**config.mk**
```make
export PLATFORM = sky130hd
export DESIGN_NAME = psg_tone_noise_generator
export DESIGN_NICKNAME = d
export VERILOG_FILES = /design/src/rtl/psg_pkg.sv /design/src/rtl/psg_tone_noise_generator.sv
export VERILOG_INCLUDE_DIRS = /design/src /design/src/rtl
export SDC_FILE = /design/constraint.sdc
export NUM_CORES = 2
export LEC_CHECK = 0
export ABC_AREA = 1
export BUFFER_PORTS_ARGS = -buffer_cell sky130_fd_sc_hd__buf_2
export CAP_MARGIN = 10
export CORE_ASPECT_RATIO = 0.7
export CORE_MARGIN = 3
export CORE_UTILIZATION = 62
export DETAILED_ROUTE_END_ITERATION = 16
export MAX_ROUTING_LAYER = met4
export PLACE_DENSITY = 0.82
export SYNTH_ARGS = -nofsm -noshare
export SYNTH_HDL_FRONTEND = slang
export SYNTH_SLANG_ARGS = --single-unit
export TNS_END_PERCENT = 20
```
**constraint.sdc**
```tcl
create_clock -name clk_i -period 9.4 [get_ports clk_i]
set_clock_uncertainty 0.15 [all_clocks]
set_input_delay 1.41 -clock clk_i [delete_from_list [all_inputs] [get_ports clk_i]]
set_output_delay 1.41 -clock clk_i [all_outputs]
set_load 0.01 [all_outputs]
```
**src/rtl/psg_tone_noise_generator_assert.svh**
```systemverilog
// Assertion macros shared by the sound generator RTL.
`ifndef PSG_TONE_NOISE_GENERATOR_ASSERT_SVH
`define PSG_TONE_NOISE_GENERATOR_ASSERT_SVH
// Same-cycle implication, checked outside reset.
`define PSG_ASSERT_NOW(lbl, ante, cons, msg) \
  lbl: assert property (@(posedge clk_i) disable iff (!rst_ni) (ante) |-> (cons)) \
    else $error(msg);
// Next-cycle implication, checked outside reset.
`define PSG_ASSERT_NEXT(lbl, ante, cons, msg) \
  lbl: assert property (@(posedge clk_i) disable iff (!rst_ni) (ante) |=> (cons)) \
    else $error(msg);
`endif

```
**src/rtl/psg_pkg.sv**
```systemverilog
// Package with types, codes and the level table of the sound generator.
`default_nettype none
package psg_pkg;
  localparam int unsigned NumCh     = 4;
  localparam int unsigned CountW    = 22;
  localparam int unsigned ProdW     = 31;
  localparam int unsigned QuoW      = 16;

  localparam logic [1:0] CfgStep    = 2'd0;
  localparam logic [1:0] CfgVolume  = 2'd1;
  localparam logic [1:0] CfgVariant = 2'd2;
  localparam logic [1:0] CfgMute    = 2'd3;

  localparam logic [2:0] RegNoise   = 3'd6;

  typedef enum logic [2:0] {
    ST_IDLE,
    ST_VOL,
    ST_UPD,
    ST_DIV,
    ST_AMP,
    ST_DONE
  } state_e;

  // Attenuation to Q1.16 gain, 2 dB per step, last entry silent.
  function automatic logic [16:0] level_rom(input logic [3:0] att);
    logic [16:0] v;
    case (att)
      4'd0:    v = 17'd65536;
      4'd1:    v = 17'd52057;
      4'd2:    v = 17'd41350;
      4'd3:    v = 17'd32846;
      4'd4:    v = 17'd26090;
      4'd5:    v = 17'd20724;
      4'd6:    v = 17'd16462;
      4'd7:    v = 17'd13076;
      4'd8:    v = 17'd10387;
      4'd9:    v = 17'd8250;
      4'd10:   v = 17'd6554;
      4'd11:   v = 17'd5206;
      4'd12:   v = 17'd4135;
      4'd13:   v = 17'd3285;
      4'd14:   v = 17'd2609;
      default: v = 17'd0;
    endcase
    return v;
  endfunction
endpackage
`default_nettype wire

```
**src/rtl/psg_tone_noise_generator.sv**
```systemverilog
// Top level of the four-channel tone and noise sound generator.
//
// Channel   Direction  Handshake                 Payload
// in        input      in_valid_i / in_ready_o    opcode_i, data_byte_i
// out       output     out_valid_o / out_ready_i  sample_o
// cfg       input      cfg_we_i                   cfg_idx_i, cfg_wdata_i
//
// A sample tick walks the four channels in turn: a volume step and an update step
// each, plus the divide and amplitude steps for a channel whose edge is smoothed,
// where the bit-serial divider resolves one quotient bit a cycle. A muted tick
// goes straight to the done state. Reset clears the control and channel state.
// A stalled output holds the finished sample; write bytes are still taken while idle.
`default_nettype none
module psg_tone_noise_generator
  import psg_pkg::*;
(
  input  wire logic               clk_i,
  input  wire logic               rst_ni,
  input  wire logic               in_valid_i,
  output logic                    in_ready_o,
  input  wire logic               opcode_i,
  input  wire logic [7:0]         data_byte_i,
  output logic                    out_valid_o,
  input  wire logic               out_ready_i,
  output logic signed [17:0]      sample_o,
  input  wire logic               cfg_we_i,
  input  wire logic [1:0]         cfg_idx_i,
  input  wire logic [15:0]        cfg_wdata_i
);
  `include "psg_tone_noise_generator_assert.svh"

  // Configuration registers.
  logic [15:0] step_q;
  logic [14:0] full_vol_q;
  logic        variant_q, mute_q;

  // Register file and channel state.
  logic [9:0]        tone_reg_q [3];
  logic [2:0]        tone_set_q;
  logic [3:0]        att_q [NumCh];
  logic [2:0]        noise_ctrl_q;
  logic              noise_set_q;
  logic [2:0]        latch_q;
  logic [CountW-1:0] count_q [NumCh];
  logic [NumCh-1:0]  level_q;
  logic [16:0]       shift_q;

  // Sequencer and datapath registers.
  state_e            state_q, state_d;
  logic [1:0]        ch_q;
  logic [14:0]       vol_q;
  logic [ProdW-1:0]  rem_q, dsr_q;
  logic [QuoW-1:0]   quo_q;
  logic [3:0]        div_cnt_q;
  logic              neg_q, prev_q, aa_q;
  logic signed [17:0] sum_q, sample_q;
  logic              out_valid_q;

  logic accept, tick;
  assign in_ready_o  = (state_q == ST_IDLE);
  assign accept      = in_valid_i && in_ready_o;
  assign tick        = accept && opcode_i;
  assign out_valid_o = out_valid_q;
  assign sample_o    = sample_q;

  // Effective periods follow the registers directly.
  function automatic logic [11:0] tone_period(input logic set, input logic [9:0] r);
    logic [11:0] p;
    if (!set) p = 12'd1;
    else if (r == 10'd0) p = 12'd1024;
    else p = {2'b00, r};
    return p;
  endfunction

  logic [11:0] period [NumCh];
  always_comb begin
    for (int i = 0; i < 3; i++) period[i] = tone_period(tone_set_q[i], tone_reg_q[i]);
    if (!noise_set_q) period[3] = 12'd1;
    else if (noise_ctrl_q[1:0] == 2'd3) period[3] = {period[2][10:0], 1'b0};
    else period[3] = 12'd32 << noise_ctrl_q[1:0];
  end

  // Per-channel counter step and level change.
  logic [14:0]       vol_c;
  logic signed [23:0] cnt_a, cnt_b;
  logic [CountW-1:0] cnt_new;
  logic              under, new_level, prev_level, aa_c, neg_c;
  logic [16:0]       shift_new, two_p;
  logic [15:0]       mag;
  logic [31:0]       vol_prod;
  logic              fb;
  always_comb begin
    vol_prod   = {2'b00, full_vol_q} * {15'd0, level_rom(att_q[ch_q])};
    vol_c      = vol_prod[30:16];
    prev_level = level_q[ch_q];
    cnt_a      = $signed({2'b00, count_q[ch_q]}) - $signed({8'd0, step_q});
    cnt_b      = cnt_a + $signed({4'd0, period[ch_q], 8'd0});
    under      = cnt_a[23];
    if (!under) cnt_new = cnt_a[CountW-1:0];
    else if (cnt_b[23]) cnt_new = '0;
    else cnt_new = cnt_b[CountW-1:0];
    fb = (variant_q ? shift_q[2] : shift_q[0])
       ^ ((variant_q ? shift_q[3] : shift_q[1]) & noise_ctrl_q[2]);
    shift_new = {1'b0, shift_q[16:1]};
    if (fb) begin
      if (variant_q) shift_new[16] = 1'b1;
      else shift_new[14] = 1'b1;
    end
    if (!under) new_level = prev_level;
    else if (ch_q == 2'd3) new_level = shift_new[0];
    else new_level = !prev_level;
    // Smoothing applies when the level flips inside this sample period.
    aa_c  = (new_level != prev_level) && (count_q[ch_q] < {6'd0, step_q});
    two_p = {count_q[ch_q][15:0], 1'b0};
    neg_c = two_p < {1'b0, step_q};
    mag   = neg_c ? 16'({1'b0, step_q} - two_p) : 16'(two_p - {1'b0, step_q});
  end

  // Next state.
  always_comb begin
    state_d = state_q;
    case (state_q)
      ST_IDLE: if (tick) state_d = mute_q ? ST_DONE : ST_VOL;
      ST_VOL:  state_d = ST_UPD;
      ST_UPD: begin
        if (vol_q == '0 || !aa_c) state_d = (ch_q == 2'd3) ? ST_DONE : ST_VOL;
        else state_d = ST_DIV;
      end
      ST_DIV:  if (div_cnt_q == 4'd0) state_d = ST_AMP;
      ST_AMP:  state_d = (ch_q == 2'd3) ? ST_DONE : ST_VOL;
      ST_DONE: if (!out_valid_q || out_ready_i) state_d = ST_IDLE;
      default: state_d = ST_IDLE;
    endcase
  end

  // Divider step and signed amplitude.
  logic              ge;
  logic [QuoW-1:0]   quo_next;
  logic signed [17:0] amp;
  assign ge       = rem_q >= dsr_q;
  assign quo_next = {quo_q[QuoW-2:0], ge};
  always_comb begin
    amp = neg_q ? -$signed({2'b00, quo_q}) : $signed({2'b00, quo_q});
    if (!prev_q) amp = -amp;
  end

  // Control and channel state.
  always_ff @(posedge clk_i or negedge rst_ni) begin
    if (!rst_ni) begin
      state_q      <= ST_IDLE;
      step_q       <= 16'd1300;
      full_vol_q   <= 15'd8191;
      variant_q    <= 1'b1;
      mute_q       <= 1'b0;
      tone_reg_q   <= '{default: '0};
      tone_set_q   <= '0;
      att_q        <= '{default: 4'd15};
      noise_ctrl_q <= '0;
      noise_set_q  <= 1'b0;
      latch_q      <= '0;
      count_q      <= '{default: '0};
      level_q      <= '0;
      shift_q      <= 17'h10000;
      ch_q         <= '0;
      div_cnt_q    <= '0;
      sum_q        <= '0;
      out_valid_q  <= 1'b0;
    end else begin
      state_q <= state_d;
      // A new sample in the done state takes over the output register instead.
      if (out_valid_q && out_ready_i && state_q != ST_DONE) out_valid_q <= 1'b0;
      // Configuration writes.
      if (cfg_we_i) begin
        case (cfg_idx_i)
          CfgStep:    step_q <= cfg_wdata_i;
          CfgVolume:  full_vol_q <= cfg_wdata_i[14:0];
          CfgVariant: begin
            variant_q  <= cfg_wdata_i[0];
            shift_q    <= cfg_wdata_i[0] ? 17'h10000 : 17'h04000;
            level_q[3] <= 1'b0;
          end
          CfgMute:    mute_q <= cfg_wdata_i[0];
          default:    ;
        endcase
      end
      // Register write bytes.
      if (accept && !opcode_i) begin
        if (data_byte_i[7]) begin
          latch_q <= data_byte_i[6:4];
          if (data_byte_i[6:4] == RegNoise) begin
            noise_ctrl_q <= data_byte_i[2:0];
            noise_set_q  <= 1'b1;
            shift_q      <= variant_q ? 17'h10000 : 17'h04000;
            level_q[3]   <= 1'b0;
          end else if (data_byte_i[4]) begin
            att_q[data_byte_i[6:5]] <= data_byte_i[3:0];
          end else begin
            tone_reg_q[data_byte_i[6:5]][3:0] <= data_byte_i[3:0];
            tone_set_q[data_byte_i[6:5]]      <= 1'b1;
          end
        end else if (!latch_q[0] && latch_q != RegNoise) begin
          tone_reg_q[latch_q[2:1]][9:4] <= data_byte_i[5:0];
          tone_set_q[latch_q[2:1]]      <= 1'b1;
        end
      end
      // Tick sequencing.
      case (state_q)
        ST_IDLE: if (tick) begin
          ch_q  <= '0;
          sum_q <= '0;
        end
        ST_UPD: begin
          if (vol_q != '0) begin
            count_q[ch_q] <= cnt_new;
            level_q[ch_q] <= new_level;
            if (under && ch_q == 2'd3) shift_q <= shift_new;
            if (!aa_c) begin
              sum_q <= prev_level ? sum_q + $signed({3'b000, vol_q})
                                  : sum_q - $signed({3'b000, vol_q});
            end
          end
          if (vol_q == '0 || !aa_c) ch_q <= ch_q + 2'd1;
          else div_cnt_q <= 4'd15;
        end
        ST_DIV: div_cnt_q <= div_cnt_q - 4'd1;
        ST_AMP: begin
          sum_q <= sum_q + amp;
          ch_q  <= ch_q + 2'd1;
        end
        ST_DONE: if (!out_valid_q || out_ready_i) out_valid_q <= 1'b1;
        default: ;
      endcase
    end
  end

  // Datapath registers without reset.
  always_ff @(posedge clk_i) begin
    if (state_q == ST_VOL) vol_q <= vol_c;
    if (state_q == ST_UPD) begin
      rem_q  <= 31'({16'd0, vol_q} * {15'd0, mag});
      dsr_q  <= {step_q, 15'd0};
      quo_q  <= '0;
      neg_q  <= neg_c;
      prev_q <= prev_level;
      aa_q   <= aa_c;
    end
    if (state_q == ST_DIV) begin
      if (ge) rem_q <= rem_q - dsr_q;
      dsr_q <= {1'b0, dsr_q[ProdW-1:1]};
      quo_q <= quo_next;
    end
    if (state_q == ST_DONE && (!out_valid_q || out_ready_i)) sample_q <= mute_q ? '0 : sum_q;
  end

  `PSG_ASSERT_NEXT(a_tick_leaves_idle, tick, state_q != ST_IDLE, "tick did not start")
  `PSG_ASSERT_NEXT(a_div_ends, state_q == ST_DIV && div_cnt_q == 4'd0,
                   state_q == ST_AMP, "divider overran")
  `PSG_ASSERT_NOW(a_div_only_smoothed, state_q == ST_DIV, aa_q, "divide without smoothing")
  `PSG_ASSERT_NEXT(a_done_emits, state_q == ST_DONE && !out_valid_q,
                   out_valid_q, "sample not presented")
endmodule
`default_nettype wire
```
==> Yosys cells after proc, flatten, opt, wreduce, memory -nomap -nowiden <==
Memories as Yosys holds them, arrays and structs flattened.
Cells that the tools add are included.
{ "totals": {"register_bits": 339, "rom_bits": 272, "out_inout_bits": 20, "elab_cells": 246, "memories": 1} }
{ "mem_list": {"columns": ["memory", "words", "width", "rd", "rd_clocked_by_memory_dff", "wr", "line_no", "rtl"], "rows": [
  ["(no name shown)", 16, 17, 1, 0, 0, "psg_pkg.sv:28", "case (att)"]
]} }
{ "op_classes": {"add_sub_neg": 12, "mul": 2, "magnitude_cmp": 15, "n_eq_ne": 23, "shift": 1, "muxes": 103, "n_bitwise": 8, "reduce_logical": 46} }
{ "op_table": {"columns": ["cell", "n"], "rows": [
  ["30-bit two-way mux", 6],
  ["17-bit two-way mux", 10],
  ["22-bit two-way mux", 5],
  ["18-bit two-way mux", 6],
  ["31-bit two-way mux", 3],
  ["88-bit bitwise mux", 1],
  ["30-bit bitwise mux", 2],
  ["12-bit two-way mux", 5],
  ["11-bit two-way mux", 5],
  ["18-bit one-hot mux with 3 select lines", 1],
  ["16-bit two-way mux", 3],
  ["22-bit binary-select mux with 2-bit select", 1],
  ["22-bit demux with 2-bit select", 1],
  ["10-bit demux with 2-bit select", 2],
  ["16-bit subtractor", 2],
  ["31-bit greater-or-equal comparator", 1],
  ["15-bit by 16-bit multiplier with 31-bit output", 1],
  ["15-bit by 17-bit multiplier with 31-bit output", 1],
  ["31-bit subtractor", 1],
  ["10-bit logical NOT", 3],
  ["3-bit two-way mux", 10],
  ["4-bit two-way mux", 7],
  ["23-bit by 21-bit adder with 24-bit output", 1],
  ["12-bit binary-select mux with 2-bit select", 1],
  ["other kinds (54)", 131]
]} }

==> Depth between registers and ports, before layout <==
{ "depth": {"ltp_word": 12, "ltp_mapped": 51} }

==> Worst setup path before layout <==
Ideal clock, no wire load.
{ "synth_path": {"path_kind": "reg-to-reg", "start": "register ch_q[0]", "end": "register rem_q[21]", "setup_ns": 0.126, "arrival_ns": 8.216, "t_required_ns": 9.124, "slack_ns": 0.908, "path_stages_with_launch": 49, "cell_sequence": "dfrtp_1 -> inv_2 -> buf_2 -> buf_1 -> clkbuf_1 -> nand2_1 -> a32oi_1 -> ha_1 -> nand2_1 -> nand2_1 -> a31oi_2 -> o21ai_2 -> nand2_1 -> nand2_1 -> a21oi_2 -> o21ai_2 -> nand2_1 -> nand2_2 -> [13 not listed] -> fa_1 -> inv_1 -> fa_1 -> inv_1 -> ha_1 -> a21oi_1 -> nor2_1 -> nor2_1 -> nand2_1 -> a21oi_1 -> inv_1 -> nand2_1 -> nand2_1 -> or2_2 -> nand3_1 -> nand2_1 -> nand2_1 -> o21ai_0"} }
{ "synth_via": {"elab_chain_cells": 10} }
{ "synth_lines": {"columns": ["element", "line_no", "rtl"], "rows": [
  ["start: declaration", "psg_tone_noise_generator.sv:50", "logic [1:0] ch_q;"],
  ["start signal: assignment", "psg_tone_noise_generator.sv:222", "if (vol_q == '0 || !aa_c) ch_q <= ch_q + 2'd1;"],
  ["start signal: assignment", "psg_tone_noise_generator.sv:228", "ch_q <= ch_q + 2'd1;"],
  ["2-bit NOT with 3-bit output (not written as such) *", "psg_tone_noise_generator.sv:114", "two_p = {count_q[ch_q][15:0], 1'b0};"],
  ["22-bit binary-select mux with 2-bit select *", "psg_tone_noise_generator.sv:114", null],
  ["22-bit two-way mux (not written as such) * (2 in a row)", "psg_tone_noise_generator.sv:114", null],
  ["17-bit by 16-bit < comparator with 1-bit output *", "psg_tone_noise_generator.sv:115", "neg_c = two_p < {1'b0, step_q};"],
  ["named net neg_c", "psg_tone_noise_generator.sv:87", "logic under, new_level, prev_level, aa_c, neg_c;"],
  ["16-bit two-way mux *", "psg_tone_noise_generator.sv:116", "mag = neg_c ? 16'({1'b0, step_q} - two_p) : 16'(two_p - {1'b0, step_q});"],
  ["15-bit by 16-bit multiplier with 31-bit output *", "psg_tone_noise_generator.sv:240", "rem_q <= 31'({16'd0, vol_q} * {15'd0, mag});"],
  ["31-bit two-way mux *", "psg_tone_noise_generator.sv:239", "if (state_q == ST_UPD) begin"],
  ["31-bit two-way mux", "psg_tone_noise_generator.sv:248", "if (ge) rem_q <= rem_q - dsr_q;"],
  ["31-bit two-way mux *", "psg_tone_noise_generator.sv:247", "if (state_q == ST_DIV) begin"],
  ["end signal: assignment", "psg_tone_noise_generator.sv:240", null],
  ["end signal: assignment", "psg_tone_noise_generator.sv:248", null],
  ["end: declaration", "psg_tone_noise_generator.sv:52", "logic [ProdW-1:0] rem_q, dsr_q;"]
]} }
Mark *: on every way through the listed nets, which the timed path passes. The rest lies on a longest branch. The select of a mux whose other input is x is not followed.
A chain may end at the register's enable or synchronous reset.

==> Final worst setup path <==
{ "layout_path": {"start": "register ch_q[0]", "end": "register rem_q[27]"} }
{ "layout_via": {"elab_chain_cells": 10} }
{ "layout_lines": {"columns": ["element", "line_no"], "rows": [
  ["2-bit NOT with 3-bit output (not written as such) *", "psg_tone_noise_generator.sv:114"],
  ["22-bit binary-select mux with 2-bit select *", "psg_tone_noise_generator.sv:114"],
  ["22-bit two-way mux (not written as such) * (2 in a row)", "psg_tone_noise_generator.sv:114"],
  ["16-bit subtractor / 17-bit by 16-bit < comparator with 1-bit output (equally long branches)", "psg_tone_noise_generator.sv:116, psg_tone_noise_generator.sv:115"],
  ["16-bit two-way mux *", "psg_tone_noise_generator.sv:116"],
  ["15-bit by 16-bit multiplier with 31-bit output *", "psg_tone_noise_generator.sv:240"],
  ["31-bit two-way mux *", "psg_tone_noise_generator.sv:239"],
  ["31-bit two-way mux", "psg_tone_noise_generator.sv:248"],
  ["31-bit two-way mux *", "psg_tone_noise_generator.sv:247"]
]} }
Mark *: on every way between the ends. The rest lies on a longest branch, timed or not. The select of a mux whose other input is x is not followed.

==> impl_metrics.tcl <==
set metrics [dict create \
    cts_buffers 36 \
    cts_buffer_depth 3 \
    synth_cell_types 65 \
    nets 5522 \
    syn2layout_area_growth_pct 5.72 \
    setup_viol 0 \
    maxCapViolations 0 \
    rows 74 \
    ys.flop_type "dfrtp_1" \
    worst_pin_slew_ns 1.22 \
    drt_first_pass_iters 6 \
    grt_antenna_before_repair 0 \
    cts_max_level 2 \
    drv_slew 0 \
    cp_slowest_cell "a211oi_1" \
    grt_max_degree 110 \
    cp.required_ns 9.68 \
    clk_latency_ns 0.57 \
    ys_async_sr_fraction_pct 66.7 \
    ant_nets 0 \
    finalHoldViolations 0 \
    clkTransAtPathRegs_ns 0.07 \
    path_class "reg2reg" \
    clock-root-buffer "clkbuf_16" \
    holdBufCountCts 0 \
    setup_tns_ns 0 \
    fin_crit_sh_pct 94.3 \
    critPathLaunchType "register" \
    die_area_sq_mm 0.0632 \
    worstPathArrival_ns 9.14 \
    viasPerCell 5.78 \
    syn_area_per_cell_sq_um 7.70 \
    port_buffers 51 \
    drt_iter0_markers 3484 \
    pre_cts_slack_ns 0.134 \
    status "complete, no violations" \
    relSlewSlack_pct 18.5 \
    end_kind "register" \
    fmax_mhz 113 \
    syn-num-nets 5556 \
    antenna_cells 0 \
    synth_seq_cells 339 \
    final_util_pct 67.0 \
    pin_count 52 \
    synth_edf_count 81 \
    cts_tree "built" \
    overflow 0 \
    setup_ws_ns 0.538 \
    fp.dieH_microns 211 \
    gp_routability_congestion 1.02 \
    grt_setup_unrepaired "no" \
    cts.sinks 339 \
    grt_pass1_wl_microns 170000 \
    yosys_warnings 0 \
    dp_hpwl_microns 82500 \
    yosysSeqAreaShare_pct 23.5 \
    hp-class "reg2reg" \
    grt_pass1_vias 31128 \
    via_count 32551 \
    drcViolationCount 0 \
    grt_usage_pct 35.1 \
    wl_microns 107000 \
    dieWidth_microns 299 \
    cpPeakStageDelay_ns 0.57 \
    drive_above_1_share_pct 5.98 \
    path_common_cell "fa_1" \
    wl_per_cell_microns 18.9 \
    netlist_area_sq_mm 0.0373 \
    period_needed_ns 8.86 \
    core_area_sq_mm 0.0589 \
    cp_max_fo 31 \
    syn-instance-count 4843 \
    start_util_pct 63.3 \
]
-- worst paths after layout --
path | slack [ns] | to | cells past startpoint | startpoint
worst max register to register | 0.54 | rem_q[27] | 33 | ch_q[0]
worst min-delay path | 0.32 | tone_set_q[1] | 1 | tone_set_q[1]
worst max-delay path | 0.54 | rem_q[27] | 33 | ch_q[0]
max in group asynchronous | 6.83 | noise_ctrl_q[1] | 2 | rst_ni
worst min register to register | 0.32 | tone_set_q[1] | 1 | tone_set_q[1]
min in group asynchronous | 0.76 | tone_reg_q[14] | 1 | rst_ni
-- Yosys cell counts, drive strengths merged (21+ instances only) --
| cell | instances | area (sq um) |
|---|---|---|
| buf | 72 | 394 |
| nand3 | 159 | 821 |
| a31oi | 35 | 225 |
| o21ai | 364 | 1880 |
| nor3 | 42 | 230 |
| inv | 816 | 3060 |
| a21oi | 245 | 1250 |
| o22ai | 21 | 194 |
| dfxtp | 32 | 641 |
| dfstp | 35 | 920 |
| xnor2 | 45 | 394 |
| dfrtp | 191 | 4780 |
| ha | 304 | 3800 |
| fa | 377 | 7550 |
| nor2 | 488 | 1850 |
| clkbuf | 88 | 332 |
| xor2 | 77 | 674 |
| edfxtp | 81 | 2430 |
| nand4 | 29 | 181 |
| nand2 | 1187 | 4520 |
-- layer usage --
layer | vias up | GRT usage (%) | part of all wire, %
met1 | 15368 | 51.2 | 44
met5 | - | - | 0
met2 | 1687 | 47.7 | 40
met3 | 250 | 9.56 | 12
met4 | 0 | 10.4 | 3.3
li1 | 15246 | - | -
-- worst max-delay path, delay by kind of cell, from the launching register on --
| family | cells | cell delay (ns) |
|---|---|---|
| flip-flops | 1 | 0.49 |
| adder cells (fa/ha/maj) | 9 | 3.80 |
| AO/OA/AOI/OAI | 10 | 2.46 |
| XOR/XNOR | 1 | 0.18 |
| AND/OR/NAND/NOR | 7 | 0.69 |
| buffers and inverters | 6 | 0.90 |
-- cells by family (layout without fill, tap and decap cells) --
family	Yosys count	after routing	synth area share, %
xor+xnor	122	122	2.86
simple gates	1943	1943	21.1
fa+ha+maj	681	681	30.4
buf+inv	988	981	10.3
flops	339	339	23.5
compound gates	770	770	11.8
-- cells in the final DEF (no fill, tap or decap), types with 10 or more instances in the layout --
cell type	synthesis	final
a21oi_1	239	238
dfstp_2	35	35
nand4_1	29	29
buf_4	5	35
nor2_1	485	484
a32oi_1	16	14
nor4_1	13	13
dfxtp_1	32	32
ha_1	304	304
nand2_2	20	20
edfxtp_1	81	81
o22ai_1	11	11
o21ai_1	31	32
o211ai_1	14	14
xnor2_1	45	45
o21bai_1	10	10
buf_2	39	50
fa_1	377	377
nand3_1	154	154
inv_2	17	15
o21ai_0	317	316
clkbuf_16	0	38
dfrtp_1	191	190
xor2_1	77	77
a31oi_1	34	34
or2_2	11	11
o21ai_2	16	16
clkinv_1	11	13
o21a_1	11	11
nor3_1	38	37
o22ai_2	10	10
nand2_1	1165	1163
inv_1	799	797
-- sequential cells by signal, indices dropped and copies added (netlist names), 4 cells and up --
| name | flops |
|---|---|
| tone_reg_q | 30 |
| dsr_q | 31 |
| att_q | 16 |
| vol_q | 15 |
| sum_q | 18 |
| full_vol_q | 15 |
| level_q | 4 |
| count_q | 88 |
| rem_q | 31 |
| quo_q | 16 |
| shift_q | 17 |
| step_q | 16 |
| div_cnt_q | 4 |
| sample_o | 18 |
-- layout make-up --
class | instances | area (sq um)
flip-flops and latches | 339 | 8770
clock buffers | 46 | 980
repair buffers | 88 | 581
well taps | 798 | 998
inverters | 828 | 3130
fillers | 4960 | 19400
clock inverters | 19 | 233
multi-input cells | 3516 | 24700
-- through the flow --
step                      cells  cell area (sq um)  hold slack (ns)
after floorplan            4843              37300            0.285
after global placement     5564              38100            0.301
after detailed placement   5564              38100            0.299
after CTS                  5629              39300            0.323
after global routing       5634              39400            0.349
final                      5634              39400            0.322
-- repair_timing --
action | 4_1_cts | 5_1_grt
endpoints found under the setup margin | 0 | 17
gates resized for setup | 0 | 15
buffers inserted | 0 | 4
Power is left out: the tool's default activity adds up to more than one toggle a clock period on the data nets, which glitch-free logic cannot reach.
